$ cat config.mk
export PLATFORM = sky130hd
export DESIGN_NAME = joystick_calibrate_and_direction_core
export DESIGN_NICKNAME = d
export VERILOG_FILES = /design/src/rtl/jcd_pkg.sv /design/src/rtl/jcd_fifo.sv /design/src/rtl/jcd_front.sv /design/src/rtl/jcd_div.sv /design/src/rtl/jcd_back.sv /design/src/rtl/joystick_calibrate_and_direction_core.sv
export SDC_FILE = /design/constraint.sdc
export NUM_CORES = 1
export LEC_CHECK = 0
export ABC_AREA = 1
export BUFFER_PORTS_ARGS = -buffer_cell sky130_fd_sc_hd__buf_2
export CORE_UTILIZATION = 45
export DETAILED_ROUTE_END_ITERATION = 8
export SETUP_SLACK_MARGIN = 0.1
export SLEW_MARGIN = 5
export SYNTH_ARGS = -nofsm -noshare
export SYNTH_HDL_FRONTEND = slang
export SYNTH_HIERARCHICAL = 1
export SYNTH_SLANG_ARGS = --single-unit
$ cat constraint.sdc
create_clock -name i_clk -period 5.2 [get_ports i_clk]
set_input_delay 0.26 -clock i_clk [delete_from_list [all_inputs] [get_ports i_clk]]
set_output_delay 0.26 -clock i_clk [all_outputs]
set_load 0.05 [all_outputs]
$ cat src/rtl/jcd_pkg.sv
// ----------------------------------------------------------------------------
// jcd_pkg
// shared types and constants of the joystick calibrate and direction core
// ----------------------------------------------------------------------------
package jcd_pkg;

    localparam int SAMPLE_BITS = 8;
    localparam int PCT_BITS    = 7;
    localparam int PROD_BITS   = SAMPLE_BITS + PCT_BITS;
    localparam int JOB_DEPTH   = 2;
    localparam int JOB_PTR_W   = $clog2(JOB_DEPTH);
    localparam int STEP_W      = $clog2(PCT_BITS);

    localparam logic [PCT_BITS-1:0]    PCT_FULL        = 7'd100;
    localparam logic [PROD_BITS-1:0]   PCT_FULL_W      = PROD_BITS'(100);
    localparam logic [PCT_BITS-1:0]    DEAD_ZONE_RESET = 7'd5;
    localparam logic [SAMPLE_BITS-1:0] SAMPLE_ALL_ONES = '1;

    localparam logic CMD_CALIBRATE = 1'b0;
    localparam logic CMD_MEASURE   = 1'b1;

    localparam logic [2:0] HEAD_NEUTRAL = 3'd0;
    localparam logic [2:0] HEAD_UP      = 3'd1;
    localparam logic [2:0] HEAD_DOWN    = 3'd2;
    localparam logic [2:0] HEAD_LEFT    = 3'd3;
    localparam logic [2:0] HEAD_RIGHT   = 3'd4;

    typedef struct packed {
        logic                   cmd;
        logic [SAMPLE_BITS-1:0] x_sample;
        logic [SAMPLE_BITS-1:0] y_sample;
    } t_in_item;

    typedef struct packed {
        logic signed [7:0] x_percent;
        logic signed [7:0] y_percent;
        logic [2:0]        heading;
        logic              span_empty;
    } t_out_item;

    // one axis of a measure job, classified at the front
    typedef struct packed {
        logic [SAMPLE_BITS-1:0] mag;
        logic [SAMPLE_BITS-1:0] span;
        logic                   neg;
        logic                   empty;
    } t_axis_job;

    typedef struct packed {
        t_axis_job x;
        t_axis_job y;
    } t_job;

endpackage

$ cat src/rtl/jcd_fifo.sv
// ----------------------------------------------------------------------------
// jcd_fifo
// short job queue between the front and the back
// ----------------------------------------------------------------------------
module jcd_fifo (
    input  logic          i_clk,
    input  logic          i_rst_n,
    input  logic          i_wr,
    input  jcd_pkg::t_job i_job,
    output logic          o_full,
    input  logic          i_rd,
    output logic          o_empty,
    output jcd_pkg::t_job o_job
);

    jcd_pkg::t_job                     r_mem [jcd_pkg::JOB_DEPTH];
    logic [jcd_pkg::JOB_PTR_W-1:0]     r_wr_ptr;
    logic [jcd_pkg::JOB_PTR_W-1:0]     r_rd_ptr;
    logic [jcd_pkg::JOB_PTR_W:0]       r_count;
    logic                              wr_en;
    logic                              rd_en;

    assign o_full  = (r_count == (jcd_pkg::JOB_PTR_W+1)'(jcd_pkg::JOB_DEPTH));
    assign o_empty = (r_count == '0);
    assign wr_en   = i_wr && !o_full;
    assign rd_en   = i_rd && !o_empty;
    assign o_job   = r_mem[r_rd_ptr];

    always_ff @(posedge i_clk) begin
        if (wr_en) begin
            r_mem[r_wr_ptr] <= i_job;
        end
    end

    always_ff @(posedge i_clk) begin
        if (!i_rst_n) begin
            r_wr_ptr <= '0;
            r_rd_ptr <= '0;
            r_count  <= '0;
        end else begin
            if (wr_en) begin
                r_wr_ptr <= (r_wr_ptr == jcd_pkg::JOB_PTR_W'(jcd_pkg::JOB_DEPTH - 1))
                            ? '0 : r_wr_ptr + 1'b1;
            end
            if (rd_en) begin
                r_rd_ptr <= (r_rd_ptr == jcd_pkg::JOB_PTR_W'(jcd_pkg::JOB_DEPTH - 1))
                            ? '0 : r_rd_ptr + 1'b1;
            end
            if (wr_en && !rd_en) begin
                r_count <= r_count + 1'b1;
            end else if (rd_en && !wr_en) begin
                r_count <= r_count - 1'b1;
            end
        end
    end

endmodule

$ cat src/rtl/jcd_front.sv
// ----------------------------------------------------------------------------
// jcd_front
// accepts items, tracks calibration, turns measure items into divide jobs
// ----------------------------------------------------------------------------
module jcd_front (
    input  logic               i_clk,
    input  logic               i_rst_n,
    input  logic               i_accept,
    input  jcd_pkg::t_in_item  i_item,
    output logic               o_job_wr,
    output jcd_pkg::t_job      o_job
);

    localparam int SB = jcd_pkg::SAMPLE_BITS;

    logic [SB-1:0] r_x_low, r_x_high, r_x_center;
    logic [SB-1:0] r_y_low, r_y_high, r_y_center;
    logic          cal;

    function automatic jcd_pkg::t_axis_job f_axis(
        input logic [SB-1:0] s,
        input logic [SB-1:0] lo,
        input logic [SB-1:0] hi,
        input logic [SB-1:0] ctr
    );
        jcd_pkg::t_axis_job j;
        j.neg = (s < ctr);
        if (s <= ctr) begin
            j.mag   = ctr - s;
            j.span  = ctr - lo;
            j.empty = (lo >= ctr);
        end else begin
            j.mag   = s - ctr;
            j.span  = hi - ctr;
            j.empty = (hi <= ctr);
        end
        return j;
    endfunction

    assign cal      = i_accept && (i_item.cmd == jcd_pkg::CMD_CALIBRATE);
    assign o_job_wr = i_accept && (i_item.cmd == jcd_pkg::CMD_MEASURE);
    assign o_job.x  = f_axis(i_item.x_sample, r_x_low, r_x_high, r_x_center);
    assign o_job.y  = f_axis(i_item.y_sample, r_y_low, r_y_high, r_y_center);

    always_ff @(posedge i_clk) begin
        if (!i_rst_n) begin
            r_x_low    <= jcd_pkg::SAMPLE_ALL_ONES;
            r_x_high   <= '0;
            r_x_center <= '0;
            r_y_low    <= jcd_pkg::SAMPLE_ALL_ONES;
            r_y_high   <= '0;
            r_y_center <= '0;
        end else if (cal) begin
            // center latches from the first nonzero sample
            if (r_x_center == '0) begin
                r_x_center <= i_item.x_sample;
            end
            if (i_item.x_sample > r_x_high) begin
                r_x_high <= i_item.x_sample;
            end
            if (i_item.x_sample < r_x_low) begin
                r_x_low <= i_item.x_sample;
            end
            if (r_y_center == '0) begin
                r_y_center <= i_item.y_sample;
            end
            if (i_item.y_sample > r_y_high) begin
                r_y_high <= i_item.y_sample;
            end
            if (i_item.y_sample < r_y_low) begin
                r_y_low <= i_item.y_sample;
            end
        end
    end

endmodule

$ cat src/rtl/jcd_div.sv
// ----------------------------------------------------------------------------
// jcd_div
// restoring divider for one axis: 100 * mag / span, one quotient bit a step
// ----------------------------------------------------------------------------
module jcd_div (
    input  logic                              i_clk,
    input  logic                              i_load,
    input  logic                              i_step,
    input  jcd_pkg::t_axis_job                i_job,
    output logic [jcd_pkg::PCT_BITS-1:0]      o_pct,
    output logic                              o_neg,
    output logic                              o_empty
);

    localparam int SB = jcd_pkg::SAMPLE_BITS;
    localparam int QB = jcd_pkg::PCT_BITS;

    logic [jcd_pkg::PROD_BITS-1:0] prod;
    logic [SB-1:0]                 r_rem;
    logic [SB-1:0]                 r_span;
    logic [QB-1:0]                 r_low;
    logic [QB-1:0]                 r_quot;
    logic                          r_over;
    logic                          r_neg;
    logic                          r_empty;
    logic [SB:0]                   trial;
    logic                          fits;

    assign prod  = jcd_pkg::PROD_BITS'(i_job.mag) * jcd_pkg::PCT_FULL_W;
    assign trial = {r_rem, r_low[QB-1]};
    assign fits  = (trial >= {1'b0, r_span});

    // mag above span means the quotient is above 100 and saturates
    always_ff @(posedge i_clk) begin
        if (i_load) begin
            r_rem   <= prod[jcd_pkg::PROD_BITS-1:QB];
            r_low   <= prod[QB-1:0];
            r_span  <= i_job.span;
            r_quot  <= '0;
            r_over  <= (i_job.mag > i_job.span);
            r_neg   <= i_job.neg;
            r_empty <= i_job.empty;
        end else if (i_step) begin
            r_rem  <= fits ? SB'(trial - {1'b0, r_span}) : trial[SB-1:0];
            r_low  <= {r_low[QB-2:0], 1'b0};
            r_quot <= {r_quot[QB-2:0], fits};
        end
    end

    assign o_pct   = r_empty ? '0 : (r_over ? jcd_pkg::PCT_FULL : r_quot);
    assign o_neg   = r_neg && (o_pct != '0);
    assign o_empty = r_empty;

endmodule

$ cat src/rtl/jcd_back.sv
// ----------------------------------------------------------------------------
// jcd_back
// runs both axis dividers, classifies heading, holds the result register
// ----------------------------------------------------------------------------
module jcd_back (
    input  logic                          i_clk,
    input  logic                          i_rst_n,
    input  logic                          i_job_empty,
    input  jcd_pkg::t_job                 i_job,
    output logic                          o_job_rd,
    input  logic [jcd_pkg::PCT_BITS-1:0]  i_dead_zone,
    output logic                          o_out_valid,
    input  logic                          i_out_pop,
    output jcd_pkg::t_out_item            o_out
);

    localparam logic [1:0] ST_IDLE = 2'd0;
    localparam logic [1:0] ST_RUN  = 2'd1;
    localparam logic [1:0] ST_DONE = 2'd2;

    logic [1:0]                   r_state, n_state;
    logic [jcd_pkg::STEP_W-1:0]   r_step, n_step;
    logic                         r_out_valid;
    jcd_pkg::t_out_item           r_out;
    logic                         load, step, out_free, out_wr;
    logic [jcd_pkg::PCT_BITS-1:0] x_pct, y_pct;
    logic                         x_neg, y_neg, x_empty, y_empty;
    jcd_pkg::t_out_item           res;

    jcd_div u_div_x (
        .i_clk   (i_clk),
        .i_load  (load),
        .i_step  (step),
        .i_job   (i_job.x),
        .o_pct   (x_pct),
        .o_neg   (x_neg),
        .o_empty (x_empty)
    );

    jcd_div u_div_y (
        .i_clk   (i_clk),
        .i_load  (load),
        .i_step  (step),
        .i_job   (i_job.y),
        .o_pct   (y_pct),
        .o_neg   (y_neg),
        .o_empty (y_empty)
    );

    assign load     = (r_state == ST_IDLE) && !i_job_empty;
    assign step     = (r_state == ST_RUN);
    assign out_free = !r_out_valid || i_out_pop;
    assign out_wr   = (r_state == ST_DONE) && out_free;
    assign o_job_rd = load;

    always_comb begin
        res.x_percent  = x_neg ? -$signed({1'b0, x_pct}) : $signed({1'b0, x_pct});
        res.y_percent  = y_neg ? -$signed({1'b0, y_pct}) : $signed({1'b0, y_pct});
        res.span_empty = x_empty || y_empty;
        if ((x_pct < i_dead_zone) && (y_pct < i_dead_zone)) begin
            res.heading = jcd_pkg::HEAD_NEUTRAL;
        end else if (x_pct <= y_pct) begin
            res.heading = y_neg ? jcd_pkg::HEAD_DOWN : jcd_pkg::HEAD_UP;
        end else begin
            res.heading = x_neg ? jcd_pkg::HEAD_LEFT : jcd_pkg::HEAD_RIGHT;
        end
    end

    always_comb begin
        n_state = r_state;
        n_step  = r_step;
        case (r_state)
            ST_IDLE: begin
                if (load) begin
                    n_state = ST_RUN;
                    n_step  = '0;
                end
            end
            ST_RUN: begin
                n_step = r_step + 1'b1;
                if (r_step == jcd_pkg::STEP_W'(jcd_pkg::PCT_BITS - 1)) begin
                    n_state = ST_DONE;
                end
            end
            ST_DONE: begin
                if (out_free) begin
                    n_state = ST_IDLE;
                end
            end
            default: begin
                n_state = ST_IDLE;
            end
        endcase
    end

    always_ff @(posedge i_clk) begin
        if (!i_rst_n) begin
            r_state     <= ST_IDLE;
            r_step      <= '0;
            r_out_valid <= 1'b0;
        end else begin
            r_state <= n_state;
            r_step  <= n_step;
            if (out_wr) begin
                r_out_valid <= 1'b1;
            end else if (i_out_pop) begin
                r_out_valid <= 1'b0;
            end
        end
    end

    always_ff @(posedge i_clk) begin
        if (out_wr) begin
            r_out <= res;
        end
    end

    assign o_out_valid = r_out_valid;
    assign o_out       = r_out;

endmodule

$ cat src/rtl/joystick_calibrate_and_direction_core.sv
// ----------------------------------------------------------------------------
// joystick_calibrate_and_direction_core
// two-axis joystick calibration and percent / heading measurement
// ----------------------------------------------------------------------------
//  channel   | handshake                    | payload
//  ----------+------------------------------+---------------------------
//  input     | push / full                  | i_item  (cmd, x, y sample)
//  result    | empty / pop                  | o_item  (percents, heading,
//            |                              |          span_empty)
//  config    | i_cfg_valid / o_cfg_ready    | i_cfg_data (dead_zone)
//
//  a calibrate item is absorbed at its transfer edge and gives no result
//  a measure item is queued at its transfer edge; the dividers load it once
//  the back is idle, run 7 steps (one quotient bit each, both axes in
//  parallel), and the done state writes the result register when it is free;
//  a waiting result holds the back in its done state; the front keeps taking
//  items until the 2-deep job queue fills; reset is synchronous, active low
// ----------------------------------------------------------------------------
module joystick_calibrate_and_direction_core (
    input  logic                              i_clk,
    input  logic                              i_rst_n,
    // item input
    input  logic                              push,
    output logic                              full,
    input  jcd_pkg::t_in_item                 i_item,
    // result output
    output logic                              empty,
    input  logic                              pop,
    output jcd_pkg::t_out_item                o_item,
    // dead zone register write
    input  logic                              i_cfg_valid,
    output logic                              o_cfg_ready,
    input  logic [jcd_pkg::PCT_BITS-1:0]      i_cfg_data
);

    logic                         accept;
    logic                         job_wr;
    jcd_pkg::t_job                wr_job;
    logic                         job_rd;
    logic                         job_empty;
    jcd_pkg::t_job                rd_job;
    logic                         out_valid;
    logic [jcd_pkg::PCT_BITS-1:0] r_dead_zone;

    // an item transfer happens when push is high and the job queue has room
    assign accept = push && !full;

    jcd_front u_front (
        .i_clk    (i_clk),
        .i_rst_n  (i_rst_n),
        .i_accept (accept),
        .i_item   (i_item),
        .o_job_wr (job_wr),
        .o_job    (wr_job)
    );

    jcd_fifo u_fifo (
        .i_clk   (i_clk),
        .i_rst_n (i_rst_n),
        .i_wr    (job_wr),
        .i_job   (wr_job),
        .o_full  (full),
        .i_rd    (job_rd),
        .o_empty (job_empty),
        .o_job   (rd_job)
    );

    jcd_back u_back (
        .i_clk       (i_clk),
        .i_rst_n     (i_rst_n),
        .i_job_empty (job_empty),
        .i_job       (rd_job),
        .o_job_rd    (job_rd),
        .i_dead_zone (r_dead_zone),
        .o_out_valid (out_valid),
        .i_out_pop   (pop),
        .o_out       (o_item)
    );

    assign empty = !out_valid;

    // config transfer is always taken
    assign o_cfg_ready = 1'b1;

    always_ff @(posedge i_clk) begin
        if (!i_rst_n) begin
            r_dead_zone <= jcd_pkg::DEAD_ZONE_RESET;
        end else if (i_cfg_valid && o_cfg_ready) begin
            r_dead_zone <= i_cfg_data;
        end
    end

    // percents stay within the saturation range
    a_pct_range: assert property (@(posedge i_clk) disable iff (!i_rst_n)
        !empty |-> (o_item.x_percent <= 8'sd100) && (o_item.x_percent >= -8'sd100)
                && (o_item.y_percent <= 8'sd100) && (o_item.y_percent >= -8'sd100))
        else $error("percent out of range");

    // a left heading comes only from a negative horizontal percent
    a_left_sign: assert property (@(posedge i_clk) disable iff (!i_rst_n)
        (!empty && (o_item.heading == jcd_pkg::HEAD_LEFT)) |-> (o_item.x_percent < 0))
        else $error("left heading with non-negative x");

    // an empty span axis reports a zero percent, so a span_empty result has a zero percent
    a_empty_zero: assert property (@(posedge i_clk) disable iff (!i_rst_n)
        (!empty && (o_item.x_percent != 0) && (o_item.y_percent != 0))
            |-> !o_item.span_empty)
        else $error("span_empty with both axes nonzero");

endmodule
# Yosys cells after proc, flatten, opt, wreduce, memory -nomap -nowiden
# Memories as Yosys holds them, arrays and structs flattened. A register that Yosys moved wholly into a read port is not among the register bits.
# Cells that the tools add are included.
dict set report totals {
  ff_bits 147
  ram_bits 72
  input_bits 29
  out_inout_bits 23
  memories 1
}
dict set report op_classes {
  n_addsub 17
  mul 2
  magnitude_cmp 19
  n_eq_ne 7
  n_mux 39
  n_bitwise 1
  n_reduce_logical 37
}
# name depth width rd rd_clocked_by_memory_dff write_ports line_no
set memory_table {}
lappend memory_table {u_fifo.r_mem 2 36 1 1 1 jcd_fifo.sv:16} ;# jcd_pkg::t_job r_mem [jcd_pkg::JOB_DEPTH];
# op n
set op_table {}
lappend op_table {{$sub 8x8->8} 10}
lappend op_table {{$mux 7} 10}
lappend op_table {{$mux 8} 6}
lappend op_table {{$gt 8x8->1} 4}
lappend op_table {{$le 8x8->1} 4}
lappend op_table {{$lt 8x8->1} 4}
lappend op_table {{$mux 16} 2}
lappend op_table {{$mul 8x5->13 const B} 2}
lappend op_table {{$ge 9x8->1} 2}
lappend op_table {{$ge 8x8->1} 2}
lappend op_table {{$logic_not 8->1} 2}
lappend op_table {{$neg 7->8} 2}
lappend op_table {{$lt 7x7->1} 2}
lappend op_table {{$reduce_and 2->1} 7}
lappend op_table {{$reduce_bool 7->1} 2}
lappend op_table {{$logic_and 1x1->1} 12}
lappend op_table {{$mux 2} 6}
lappend op_table {{$mux 1} 10}
lappend op_table {{$mux 3} 3}
lappend op_table {{$reduce_bool 2->1} 4}
lappend op_table {{$le 7x7->1} 1}
lappend op_table {{$pmux 2 s3} 1}
lappend op_table {{$pmux 3 s2} 1}
lappend op_table {{$logic_not 1->1} 5}
lappend op_table {{other kinds (13)} 18}

# Depth between registers and ports, before layout
dict set report depth {
  depth_word 9
  mapped_depth 16
}

# Modules after synthesis
# Netlist, hierarchy kept.
# module n_inst cells_each area_each_um2
set by_module_without_submodules {}
lappend by_module_without_submodules {jcd_front 1 919 5853.1}
lappend by_module_without_submodules {jcd_div 2 316 2606.2}
lappend by_module_without_submodules {jcd_fifo 1 150 2996.6}
lappend by_module_without_submodules {jcd_back 1 195 1734.2}
lappend by_module_without_submodules {joystick_calibrate_and_direction_core 1 45 296.5}

# Worst setup path before layout
# Ideal clock, no wire load.
dict set report synth_path {
  path_kind {register -> register}
  startpoint {register with a tool-made name}
  endpoint {register u_back.u_div_x.r_rem[5] (data pin)}
  setup_ns 0.253
  arrival_time_ns 2.941
  required_time_ns 4.947
  path_slack_ns 2.006
  path_stages_with_launch 16
  path_buffers 2
  synth_period_minus_slack_ns 3.194
  path_cell_list {dfxtp_1 buf_6 buf_12 mux2_4 ha_1 ha_1 inv_1 fa_1 inv_1 ha_1 a21oi_1 nand2_1 a21oi_1 xor2_1 nand2_1 nand2_1}
}
# item line_no
set synth_lines {}
lappend synth_lines {{end signal, assigned} jcd_div.sv:36} ;# r_rem <= prod[jcd_pkg::PROD_BITS-1:QB];
lappend synth_lines {{end signal, assigned} jcd_div.sv:44} ;# r_rem <= fits ? SB'(trial - {1'b0, r_span}) : trial[SB-1:0];
lappend synth_lines {{end, declared} jcd_div.sv:19} ;# logic [SB-1:0] r_rem;

==> flow_summary.toml <==
[run_status]
status = "completed"

[power_and_ir_drop]
pwr_density_cell_nw_per_um2 = 608.2
power_frac_comb = 0.571
seq_power_share = 0.265
internal-power_mw = 5.948
ir_worst_vdd_mv = 0.3382
p_leak_nw = 8.726
swShare = 0.4435
clockPowerShare = 0.164
switchingPower_mw = 4.741

[synthesis]
netlist_area_sq_um = 16090
ys_types = 53
yosys_warnings = 6
yosys_register_bits = 220
synth_edf_count = 140
synthDominantCellAreaShare = 0.2612
synthTopCellsByArea = "edfxtp_1 26%, ha_1 16%, nand2_1 12%"
synth_flop_cell = "edfxtp_1"
synth_largest_area_cell = "edfxtp_1"
ys_seq_area_frac = 0.3608
syn_avg_cell_area_sq_um = 8.291
postSynth.asyncResetShare = 0
syn_inst = 1941
synth_nets = 2192

[sta]
worst_pin_slew_ps = 1061
fin_skew_ps = 25.04
fmax_mhz = 262.1
whs_ps = 24.42
finalCritPeriodShare = 0.7338
finalHoldViolations = 0
slew_viol_final = 0
fin_tns_setup_ps = 0
rsz0062_at_grt = "false"
setup_viol = 0
fin_crit_ps = 3816
relSlewSlack = 0.2913
fin_ws_ps = 1384

[place]
dp_cells = 2418
dp_slack_ps = 1396
place.gp.congestion = 0.8833
numPortBuffers = 50
hpwl_um = 26380

[cts]
cts_tree = "yes"
cts_sinks = 220
path_clk_slew_ps = 60
clock_latency_ps = 530
cts_buffers = 26
htree_levels = 1
cts_max_path_buffers = 3
cts_root_buf = "clkbuf_16"
cts-resized-gates = 0

[routing]
drc = 0
num_vias = 12301
wl_met3_um = 1031
wl_met2_um = 15090
antenna_left = 0
maxUsedRoutingLayer = "met4"
drt_iter0_markers = 618
via_per_inst = 4.982
wl_met1_um = 16930
drtPass1Iterations = 7
drt-total-wl_um = 33610
routedWlPerCell_um = 13.61

[global_routing]
grt_usage = 0.1892
grt_max_degree = 51
grt_pass1_vias = 11848
gr-total-overflow = 0
antenna_found_initial = 0
grt_pass1_wl_um = 57250

[worst_setup_path]
cp_max_fo = 19
worstPathRequired_ps = 5470
endpoint_kind = "flip-flop"
crit_type = "reg2reg"
start_kind = "flip-flop"
crit_arrival_ps = 4090

[final_layout]
largest_register_ffs = 72
final_cells = 2469
regMostFlops = "u_fifo/r_mem"
final_util = 0.5038
antenna_cells = 0
final_nets = 2245
area_delta_synth_final_pct = 9.213
drive_above_1_share = 0.1058

[min_path]
hold_path.class = "in2reg"

[floorplanning]
die_w_um = 191.1
rows = 68
die_h_um = 191.1
ios = 52
start_util = 0.4613
fp.dieArea_sq_um = 36520
core_area_sq_um = 34880

[job]
max-cap-violations = 0
-- layout make-up --
cell class                 count  area [sq um]
clock buffer                  37         743.2
clock inverter                11         93.84
fill                        3361         17310
inverter                     312          1171
multi-input combinational   1377          8881
sequential                   220          5807
tap                          455         569.3
timing repair buffer          57         310.3
-- metal layers --
| layer | track usage | up-vias |
|---|---|---|
| met5 | 0 | - |
| met3 | 0.02111 | 38 |
| met4 | 0.03816 | 0 |
| li1 | - | 6469 |
| met2 | 0.3123 | 187 |
| met1 | 0.2663 | 5607 |
-- synthesized netlist by cell type, drive strengths merged, types with 16 or more instances --
cell type,number
nor2,125
mux2,36
o21ai,42
dfxtp,80
nand3,156
nor3,21
edfxtp,140
ha,206
a21oi,116
nand4,25
inv,312
xor2,40
nand2,527
buf,23
fa,16
-- cells in the final DEF, fill, tap and decap left out, drive strengths merged, types with 15 or more instances in the layout --
| master | synthesis | final |
|---|---|---|
| a21oi | 116 | 116 |
| buf | 23 | 54 |
| clkbuf | 9 | 37 |
| dfxtp | 80 | 80 |
| edfxtp | 140 | 140 |
| fa | 16 | 16 |
| ha | 206 | 206 |
| inv | 312 | 313 |
| mux2 | 36 | 36 |
| nand2 | 527 | 527 |
| nand3 | 156 | 156 |
| nand3b | 15 | 15 |
| nand4 | 25 | 25 |
| nor2 | 125 | 125 |
| nor3 | 21 | 21 |
| o21ai | 42 | 42 |
| xor2 | 40 | 40 |
-- logic make-up (layout without fill, tap and decap cells) --
family | Yosys count | after routing | synth area share
AOI/OAI and AO/OA | 187 | 187 | 0.06756
xor gates and xnor gates | 49 | 49 | 0.02667
adders and majority gates | 222 | 222 | 0.1801
buffers and inverters | 344 | 417 | 0.08863
DFF | 220 | 220 | 0.3608
muxes | 36 | 36 | 0.03219
other | 1 | 1 | 0.0002330
and+or+nand+nor | 882 | 882 | 0.2439
-- per-stage QoR --
stage	area [sq um]	power (mW)
floorplan	16090	7.715
global placement	16710	8.831
detailed placement	16710	8.954
CTS	17580	10.78
global route	17580	11.80
finish	17580	10.69
-- final timing paths --
path	from	to	slack, ps	depth (start not counted)
min	i_item[0]	u_front/r_y_center[0]$_SDFFE_PN0P_	20	3
max	flip-flop	u_back/u_div_x/r_rem[5]$_DFFE_PP_	1380	14
min reg2reg	u_front/r_x_low[5]$_SDFFE_PN1P_	u_front/r_x_low[5]$_SDFFE_PN1P_	460	2
max reg2reg	flip-flop	u_back/u_div_x/r_rem[5]$_DFFE_PP_	1380	14
-- worst max-delay path, stage by stage (launching register included) --
cell     delay (ps)
dfxtp_2         710
buf_4           310
mux2_4          350
ha_1            310
ha_1            280
inv_1            50
fa_1            500
inv_1            40
ha_1            340
a21oi_1         160
nand2_1         110
a21oi_1         180
xor2_1           80
nand2_1          60
nand2_1          60
-- timing repair --
item                       in CTS  in global routing
setup endpoints to repair       0                  0
hold buffers                    3                  0
setup buffers                   0                  0
hold endpoints to repair        3                  0
-- power groups by stage --
stage | clock [mW] | combinational, mW | sequential (mW)
2_1_floorplan | 0 | 4.87 | 2.84
3_5_place_dp | 0 | 6.09 | 2.87
6_report | 1.75 | 6.11 | 2.83
5_1_grt | 1.88 | 7.04 | 2.88
4_1_cts | 1.81 | 6.14 | 2.83
3_3_place_gp | 0 | 5.98 | 2.86
No activity file was read; power rests on OpenSTA's default activity.
